<file path="src/hdl/dmaseq_pkg.sv">
// ----------------------------------------------------------------------------
// dmaseq_pkg
// Shared types and constants for the four-channel DMA audio sequencer.
// ----------------------------------------------------------------------------
package dmaseq_pkg;

   localparam int NUM_CH          = 4;
   localparam int VALUE_W         = 21;
   localparam int SAMPLE_W        = 16;
   localparam int FETCH_ADDR_W    = 20;
   localparam int MAX_ADDR_BITS   = 24;
   localparam int DEF_ADDR_BITS   = 21;
   localparam int DEF_MIN_PERIOD  = 124;
   localparam int REQ_DATA_W      = 32;
   localparam int RSP_DATA_W      = 152;

   localparam int SETCLR_BIT      = 15;
   localparam int DMA_MASTER_BIT  = 9;
   localparam int MOD_PER_OFFSET  = 4;

   typedef enum logic {
      KIND_TICK  = 1'b0,
      KIND_WRITE = 1'b1
   } kind_type;

   typedef enum logic [2:0] {
      TGT_DMACON   = 3'd0,
      TGT_ADKCON   = 3'd1,
      TGT_LOCATION = 3'd2,
      TGT_LENGTH   = 3'd3,
      TGT_PERIOD   = 3'd4,
      TGT_VOLUME   = 3'd5,
      TGT_DATA     = 3'd6,
      TGT_NONE     = 3'd7
   } target_type;

   // modulation handed from one channel to the next
   typedef struct packed {
      logic        per_valid;
      logic        vol_valid;
      logic [15:0] mod_data;
   } link_type;

   typedef struct packed {
      kind_type                                kind;
      target_type                              target;
      logic [1:0]                              channel;
      logic [VALUE_W-1:0]                      value;
      link_type                                link;
      logic [NUM_CH-1:0][SAMPLE_W-1:0]         sample;
      logic [NUM_CH-1:0]                       fetch_mask;
      logic [NUM_CH-1:0][FETCH_ADDR_W-1:0]     fetch_addr;
      logic [NUM_CH-1:0]                       irq;
   } beat_type;

   function automatic logic set_clear_bit(logic old_bit, logic set, logic data_bit);
      return set ? (old_bit | data_bit) : (old_bit & ~data_bit);
   endfunction

endpackage

</file>
<file path="src/hdl/dmaseq_cell.sv">
// ----------------------------------------------------------------------------
// dmaseq_cell
// One audio channel: register file, period counter, DMA pointer and sample
// multiply. Takes a beat from the previous cell and registers it onward.
// ----------------------------------------------------------------------------
module dmaseq_cell #(
   parameter int CH         = 0,
   parameter int ADDR_BITS  = dmaseq_pkg::DEF_ADDR_BITS,
   parameter int MIN_PERIOD = dmaseq_pkg::DEF_MIN_PERIOD
) (
   input  logic                 clock,
   input  logic                 reset,
   input  logic                 advance,
   input  logic                 in_valid,
   input  dmaseq_pkg::beat_type in_beat,
   output logic                 out_valid,
   output dmaseq_pkg::beat_type out_beat
);
   import dmaseq_pkg::*;

   localparam logic [15:0] MinPeriod = 16'(MIN_PERIOD);

   logic                  dma_master_ff, dma_master_in;
   logic                  dma_bit_ff, dma_bit_in;
   logic                  enabled_ff, enabled_in;
   logic                  mod_vol_ff, mod_vol_in;
   logic                  mod_per_ff, mod_per_in;
   logic [ADDR_BITS-1:0]  start_loc_ff, start_loc_in;
   logic [15:0]           start_len_ff, start_len_in;
   logic [15:0]           period_ff, period_in;
   logic [6:0]            volume_ff, volume_in;
   logic [ADDR_BITS-1:0]  loc_ff, loc_in;
   logic [15:0]           len_ff, len_in;
   logic [15:0]           count_ff, count_in;
   logic [15:0]           data_ff, data_in;
   logic                  valid_ff;
   beat_type              beat_ff, beat_in;

   logic [MAX_ADDR_BITS-1:0] value_ext;
   logic [MAX_ADDR_BITS-1:0] loc_ext;
   logic [ADDR_BITS-1:0]     loc_inc;
   logic [6:0]               vol_sel;
   logic [6:0]               vol_norm;
   logic [8:0]               gain;
   logic [7:0]               byte_sel;
   logic signed [17:0]       product;
   logic [15:0]              per_sel;
   logic [15:0]              per_reload;
   logic [15:0]              len_dec;
   logic                     set_bit;

   assign value_ext  = MAX_ADDR_BITS'(in_beat.value);
   assign loc_inc    = loc_ff + 1'b1;
   assign loc_ext    = MAX_ADDR_BITS'(loc_inc);
   assign vol_sel    = in_beat.link.vol_valid ? in_beat.link.mod_data[6:0] : volume_ff;
   assign vol_norm   = vol_sel[6] ? 7'd64 : {1'b0, vol_sel[5:0]};
   assign gain       = {vol_norm, 2'b00};
   assign byte_sel   = loc_ff[0] ? data_ff[7:0] : data_ff[15:8];
   assign product    = $signed(byte_sel) * $signed({1'b0, gain});
   assign per_sel    = in_beat.link.per_valid ? in_beat.link.mod_data : period_ff;
   assign per_reload = (per_sel < MinPeriod) ? MinPeriod : per_sel;
   assign len_dec    = (len_ff != 16'd0) ? len_ff - 16'd1 : 16'd0;
   assign set_bit    = in_beat.value[SETCLR_BIT];

   always_comb begin
      dma_master_in = dma_master_ff;
      dma_bit_in    = dma_bit_ff;
      enabled_in    = enabled_ff;
      mod_vol_in    = mod_vol_ff;
      mod_per_in    = mod_per_ff;
      start_loc_in  = start_loc_ff;
      start_len_in  = start_len_ff;
      period_in     = period_ff;
      volume_in     = volume_ff;
      loc_in        = loc_ff;
      len_in        = len_ff;
      count_in      = count_ff;
      data_in       = data_ff;
      beat_in       = in_beat;
      if (in_valid) begin
         if (in_beat.kind == KIND_WRITE) begin
            unique case (in_beat.target)
               TGT_DMACON: begin
                  dma_master_in = set_clear_bit(dma_master_ff, set_bit,
                                                in_beat.value[DMA_MASTER_BIT]);
                  dma_bit_in    = set_clear_bit(dma_bit_ff, set_bit, in_beat.value[CH]);
                  enabled_in    = dma_master_in & dma_bit_in;
                  if (enabled_in && !enabled_ff) begin
                     loc_in           = start_loc_ff;
                     len_in           = start_len_ff;
                     beat_in.irq[CH]  = 1'b1;
                  end
               end
               TGT_ADKCON: begin
                  mod_vol_in = set_clear_bit(mod_vol_ff, set_bit, in_beat.value[CH]);
                  mod_per_in = set_clear_bit(mod_per_ff, set_bit,
                                             in_beat.value[MOD_PER_OFFSET + CH]);
               end
               TGT_LOCATION: if (in_beat.channel == 2'(CH)) start_loc_in = value_ext[ADDR_BITS-1:0];
               TGT_LENGTH:   if (in_beat.channel == 2'(CH)) start_len_in = in_beat.value[15:0];
               TGT_PERIOD:   if (in_beat.channel == 2'(CH)) period_in    = in_beat.value[15:0];
               TGT_VOLUME:   if (in_beat.channel == 2'(CH)) volume_in    = in_beat.value[6:0];
               TGT_DATA:     if (in_beat.channel == 2'(CH)) data_in      = in_beat.value[15:0];
               default: ;
            endcase
         end else begin
            beat_in.link.mod_data = data_ff;
            if (mod_per_ff) begin
               beat_in.link.per_valid = 1'b1;
               beat_in.link.vol_valid = 1'b0;
               beat_in.sample[CH]     = '0;
            end else if (mod_vol_ff) begin
               beat_in.link.per_valid = 1'b0;
               beat_in.link.vol_valid = 1'b1;
               beat_in.sample[CH]     = '0;
            end else begin
               beat_in.link.per_valid = 1'b0;
               beat_in.link.vol_valid = 1'b0;
               beat_in.sample[CH]     = product[SAMPLE_W-1:0];
            end
            if (count_ff <= 16'd1) begin
               count_in = per_reload;
               if (enabled_ff) begin
                  loc_in = loc_inc;
                  if (!loc_inc[0]) begin
                     beat_in.fetch_mask[CH] = 1'b1;
                     beat_in.fetch_addr[CH] = loc_ext[FETCH_ADDR_W:1];
                     len_in                 = len_dec;
                     if (len_dec == 16'd0) begin
                        loc_in          = start_loc_ff;
                        len_in          = start_len_ff;
                        beat_in.irq[CH] = 1'b1;
                     end
                  end
               end
            end else begin
               count_in = count_ff - 16'd1;
            end
         end
      end
   end

   always_ff @(posedge clock) begin
      if (reset) begin
         valid_ff      <= 1'b0;
         dma_master_ff <= 1'b0;
         dma_bit_ff    <= 1'b0;
         enabled_ff    <= 1'b0;
         mod_vol_ff    <= 1'b0;
         mod_per_ff    <= 1'b0;
         start_loc_ff  <= '0;
         start_len_ff  <= '0;
         period_ff     <= '0;
         volume_ff     <= '0;
         loc_ff        <= '0;
         len_ff        <= '0;
         count_ff      <= '0;
         data_ff       <= '0;
      end else if (advance) begin
         valid_ff      <= in_valid;
         dma_master_ff <= dma_master_in;
         dma_bit_ff    <= dma_bit_in;
         enabled_ff    <= enabled_in;
         mod_vol_ff    <= mod_vol_in;
         mod_per_ff    <= mod_per_in;
         start_loc_ff  <= start_loc_in;
         start_len_ff  <= start_len_in;
         period_ff     <= period_in;
         volume_ff     <= volume_in;
         loc_ff        <= loc_in;
         len_ff        <= len_in;
         count_ff      <= count_in;
         data_ff       <= data_in;
      end
   end

   always_ff @(posedge clock) begin
      if (advance) begin
         beat_ff <= beat_in;
      end
   end

   assign out_valid = valid_ff;
   assign out_beat  = beat_ff;

endmodule

</file>
<file path="src/hdl/four_channel_dma_audio_sequencer.sv">
// ----------------------------------------------------------------------------
// four_channel_dma_audio_sequencer
// Four-channel DMA sample playback engine with period/volume modulation.
// ----------------------------------------------------------------------------
// Each request beat is a tick (tuser = 0) or a register write (tuser = 1)
// and yields exactly one response beat. The beat walks a row of four channel
// cells, one cell per cycle, each cell updating its channel and filling in
// its sample, fetch and interrupt fields and passing modulation data on to
// the next channel. A new beat is taken every cycle while the response side
// keeps up, and the whole row holds when a response beat waits.
module four_channel_dma_audio_sequencer #(
   parameter int ADDR_BITS  = dmaseq_pkg::DEF_ADDR_BITS,
   parameter int MIN_PERIOD = dmaseq_pkg::DEF_MIN_PERIOD
) (
   input  logic                               clock,
   input  logic                               reset,
   input  logic                               req_tvalid,
   output logic                               req_tready,
   // target[2:0], channel[4:3], value[25:5], zero fill
   input  logic [dmaseq_pkg::REQ_DATA_W-1:0]  req_tdata,
   // kind[0]
   input  logic                               req_tuser,
   output logic                               rsp_tvalid,
   input  logic                               rsp_tready,
   // sample_ch0..3[63:0], fetch_mask[67:64], fetch_addr0..3[147:68], irq_mask[151:148]
   output logic [dmaseq_pkg::RSP_DATA_W-1:0]  rsp_tdata
);
   import dmaseq_pkg::*;

   logic     advance;
   logic     valid_chain [NUM_CH+1];
   beat_type beat_chain  [NUM_CH+1];
   beat_type req_beat;

   assign advance    = !valid_chain[NUM_CH] || rsp_tready;
   assign req_tready = advance;

   always_comb begin
      req_beat          = '0;
      req_beat.kind     = kind_type'(req_tuser);
      req_beat.target   = target_type'(req_tdata[2:0]);
      req_beat.channel  = req_tdata[4:3];
      req_beat.value    = req_tdata[25:5];
   end
   assign beat_chain[0]  = req_beat;
   assign valid_chain[0] = req_tvalid;

   for (genvar c = 0; c < NUM_CH; c++) begin : g_cell
      dmaseq_cell #(
         .CH         (c),
         .ADDR_BITS  (ADDR_BITS),
         .MIN_PERIOD (MIN_PERIOD)
      ) u_cell (
         .clock     (clock),
         .reset     (reset),
         .advance   (advance),
         .in_valid  (valid_chain[c]),
         .in_beat   (beat_chain[c]),
         .out_valid (valid_chain[c+1]),
         .out_beat  (beat_chain[c+1])
      );
   end

   assign rsp_tvalid = valid_chain[NUM_CH];
   assign rsp_tdata  = {beat_chain[NUM_CH].irq,
                        beat_chain[NUM_CH].fetch_addr,
                        beat_chain[NUM_CH].fetch_mask,
                        beat_chain[NUM_CH].sample};

   a_ready_follows_output: assert property (@(posedge clock) disable iff (reset)
      req_tready == (!rsp_tvalid || rsp_tready))
      else $error("request ready does not track response backpressure");

   a_write_no_samples: assert property (@(posedge clock) disable iff (reset)
      rsp_tvalid && beat_chain[NUM_CH].kind == KIND_WRITE |->
         rsp_tdata[147:0] == '0)
      else $error("register write beat carries sample or fetch data");

   a_tick_irq_needs_fetch: assert property (@(posedge clock) disable iff (reset)
      rsp_tvalid && beat_chain[NUM_CH].kind == KIND_TICK |->
         (rsp_tdata[151:148] & ~rsp_tdata[67:64]) == 4'b0000)
      else $error("tick interrupt without a fetch on that channel");

endmodule
</file>
<file path="config.mk">
export PLATFORM = sky130hd
export DESIGN_NAME = four_channel_dma_audio_sequencer
export DESIGN_NICKNAME = d
export VERILOG_FILES = /design/src/hdl/dmaseq_pkg.sv /design/src/hdl/dmaseq_cell.sv /design/src/hdl/four_channel_dma_audio_sequencer.sv
export SDC_FILE = /design/constraint.sdc
export NUM_CORES = 2
export LEC_CHECK = 0
export ABC_AREA = 1
export BUFFER_PORTS_ARGS = -buffer_cell sky130_fd_sc_hd__buf_2
export CORE_AREA = 3 3 318 320
export DETAILED_ROUTE_END_ITERATION = 8
export DIE_AREA = 0 0 321 323
export PLACE_DENSITY = 0.72
export SLEW_MARGIN = 5
export SYNTH_ARGS = -nofsm -noshare
export SYNTH_HDL_FRONTEND = slang
export SYNTH_SLANG_ARGS = --single-unit
</file>
<file path="constraint.sdc">
create_clock -name clock -period 16.54 [get_ports clock]
set_input_delay 0.827 -clock clock [delete_from_list [all_inputs] [get_ports clock]]
set_output_delay 0.827 -clock clock [all_outputs]
set_load 0.05 [all_outputs]
</file>
==> results.md <==
- Status: completed
- Largest family of logic cells by synthesized area: simple AND/OR/NAND/NOR gates
- Diodes inserted: 0
- Most frequent cells in the layout: nor2_1, inv_1, nand2_1
- Final Cycle Share: between 30% and 40%
- Row cnt: around 120
- Nets: roughly 6700
- Longest Clk Path Bufs: 3
- Arr. time, crit path: 5.93 ns
- Critical path's top delay family: adder cells
- Die width: ~320 um
- PortBufs: around 180
- Final cell utilization of the core: between 50% and 60%
- RR Endpoint: g_cell[2].u_cell.out_beat[132]
- Final WL: between 100 and 150 mm
- Skew-Pair Late Insertion Delay: about 0.70 ns
- Max stage delay on crit path: between 0.8 and 0.9 ns
- Crit start category: flip-flop
- CP max-delay cell: dfxtp_1
- CTS tree: yes
- Hold_buf cts: 0
- Cells along the critical path: o21ai_0 > inv_1 > nor2_1 > fa_1 > inv_1 > fa_1 > inv_1 > fa_1 > inv_1 > fa_1 > inv_1 > ha_1 > nand2_1 > o21ai_0 > a21oi_1 > or2_2 > nand2_1 > a21oi_1 > o21ai_0 > a21oi_1
- Final min period: 5.50 ns
- R2R Path Start: g_cell[2].u_cell.loc_ff[0]
- Pleak: ~25 nW
- Layout cells sized above 1: between 7 and 8%
- Min-delay src: req_tdata[21]
- Netlist Area Pre-Place: 54000 um^2
- Worst Tran Pin Value: around 1.1 ns
- Yosys cell types: 63
- Most frequent CP cell: inv_1
- Setup Crit Path Kind: flip-flop to flip-flop
- Largest net degree at the start of global routing: around 180
- Seq/Total Area, Yosys: 47.5%
- Post-route design area: between 50000 and 60000 um^2
- Die Footprint: around 100000 um^2
- Final hold vios: 0
- H-Tree Depth: 3
- Synth Area in Compound Gates: approximately 11%
- Yosys reg bits: about 1000
- Initial drt markers: ~3700
- Slew margin rel.: between 20% and 30%
- Cells after Synth: around 6400
- Clk_skew: 0.0434 ns
- Num ports: roughly 190
- DPL Wire Length: roughly 86 mm
- Flop-to-flop setup slack: roughly 11 ns
- Simple-Gate Fraction of Synth Area: approximately a fifth
- GRT overflow: 0
- Initial Util: between 50% and 60%
- Total number of vias: ~42000
- Syn avg cell area: 8.45 um^2
- Routed vias/inst: 5.41
- RSZ-0062 raised after global routing: no
- Adder-cell share of the synthesized area: 9.05%
- Hold Path Depth: 1
- Overall routing resource usage: 23.6%
- Placed cell areas: roughly 55000 um^2
- Max Freq: approximately 180 MHz
- Synth Area in XOR/XNOR: ~2.2%
- Area Overhead vs Synth: 7.88%
- Max Slew Vio Count: 0
- Most common cell after layout, fill and taps aside: nor2_1
- DR WL/cell: 16.2 um
- WP buf/inv: 5
- Total core area: 98400 um^2
- Post-route ant nets: 0
- DIE HEIGHT: ~320 um
- Worst Setup End Kind: flip-flop
- Clock buffer count from CTS: between 100 and 150
- CP Max Fanout: 21
- Drt first pass iters: 6
- PD cells: 101 nW/um^2
- Post-CTS Setup Bufs: 0
- R2R depth: 20
- CP required: 16.98 ns
- Placed insts: ~7500
- Top FF cell, synth: dfxtp_1
- Asr flop ratio synth: 0%
- # resized after CTS: 0
- Clock-pin slew on the worst setup and hold paths: 0.06 ns
- DRC Markers: 0
- Post-synthesis mux area share: less than 1%
- Clock root cell: clkbuf_16
- Setup TNS Final: 0 ns
- Initial antenna violation count: 0
- Maximum vdd drop: approximately 0.00008 V
- Post-synth EDFFs: 495
- Yosys warning count: 0
- # setup viols final: 0
- Number of global-route vias before repair: ~40000
- Hold EP: g_cell[0].u_cell.out_beat[186]
- Fin cells: 7715
- Gpl congestion: 0.878
- CTS Sinks: ~1000
- Total of max-cap violations: 0
- First-pass GRT wire length: approximately 200 mm
- Hold Crit Class: input port to flip-flop
==> synthesized netlist by cell type (4+ instances only) <==
cell	count	area share [%]
buf_6	16	0.33
buf_2	19	0.18
nor2_1	1002	7.0
or2_2	20	0.23
a221oi_1	4	0.065
o21ai_0	581	5.4
inv_1	929	6.5
nand4_1	53	0.61
edfxtp_1	495	28
o2111ai_1	7	0.11
o31ai_1	10	0.14
clkbuf_1	163	1.1
nor2_4	7	0.15
o22ai_1	7	0.081
o21ai_1	27	0.25
o21a_1	11	0.15
nand3_1	368	3.4
mux2i_1	5	0.093
a21oi_1	389	3.6
nand2_1	827	5.7
buf_4	160	2.2
fa_1	164	6.1
ha_1	128	3.0
a31oi_1	22	0.25
dfxtp_1	540	20
o211ai_1	38	0.53
nor2_2	20	0.23
o221ai_1	18	0.29
xor2_1	101	1.6
xnor2_1	34	0.55
o21bai_1	12	0.17
a21o_1	5	0.070
nand2_2	13	0.15
nand3_2	6	0.11
buf_1	18	0.13
a211oi_1	7	0.097
inv_2	19	0.13
nor4_1	7	0.081
clkinv_1	10	0.070
nand3b_1	12	0.17
nor3_1	80	0.74
==> kinds of logic after synthesis <==
| kind of cell | count (synthesis) |
|---|---|
| fa+ha+maj | 292 |
| mux | 7 |
| xor+xnor | 135 |
| buf+inv | 1334 |
| simple gates | 2437 |
| other cells | 1 |
| flops | 1035 |
| compound gates | 1150 |
==> through the flow <==
step	hold slack (ns)	worst slack, ns	total power (W)
after floorplan	0.400	2.68	0.00332
after detailed placement	0.405	11.11	0.00343
after CTS	0.323	11.10	0.00591
after global routing	0.336	10.71	0.00608
final	0.377	11.04	0.00587
after global placement	0.402	11.12	0.00342
==> metal layers <==
metal  part of all wire, %  track usage (%)  vias up
met5                     0                0        -
met4                   3.4             8.25        0
met3                   5.7             3.16      252
met2                    49             40.8     1237
met1                    42             30.8    19800
li1                      -                -    20500
==> sequential cells by signal (all words and copies together), names as in the netlist, named ones only <==
name / cells
g_cell.u_cell.out_beat: 495
g_cell.u_cell.enabled_ff: 4
g_cell.u_cell.volume_ff: 28
g_cell.u_cell.dma_bit_ff: 4
g_cell.u_cell.start_len_ff: 64
g_cell.u_cell.out_valid: 4
g_cell.u_cell.period_ff: 64
g_cell.u_cell.start_loc_ff: 84
g_cell.u_cell.data_ff: 64
g_cell.u_cell.loc_ff: 80
g_cell.u_cell.count_ff: 64
g_cell.u_cell.dma_master_ff: 4
g_cell.u_cell.len_ff: 64
==> area by class of cell <==
class	instances	area, um^2
Multi-Input combinational cell	4029	22600
Tap cell	1287	1610
Sequential cell	1035	25700
Timing Repair Buffer	202	1100
Fill cell	8646	40200
Inverter	958	3610
Clock buffer	144	2940
Clock inverter	60	712
==> power by group <==
part / switching [W] / internal [W]
combinational: 0.000419 / 0.000153
sequential: 0.0000671 / 0.00275
clock: 0.00104 / 0.00145
==> worst max-delay path by stage <==
stage                                    start                             end  slack, ns  cells past startpoint
global route        g_cell[2].u_cell.loc_ff[0]  g_cell[2].u_cell.out_beat[132]      10.71                     20
detailed placement  g_cell[2].u_cell.loc_ff[0]  g_cell[2].u_cell.out_beat[132]      11.11                     20
global placement    g_cell[2].u_cell.loc_ff[0]  g_cell[2].u_cell.out_beat[132]      11.12                     20
finish              g_cell[2].u_cell.loc_ff[0]  g_cell[2].u_cell.out_beat[132]      11.04                     20
floorplan                           rsp_tready     g_cell[1].u_cell.len_ff[12]       2.68                      9
CTS                 g_cell[2].u_cell.loc_ff[0]  g_cell[2].u_cell.out_beat[132]      11.10                     20
(Power assumes the default switching activity.)
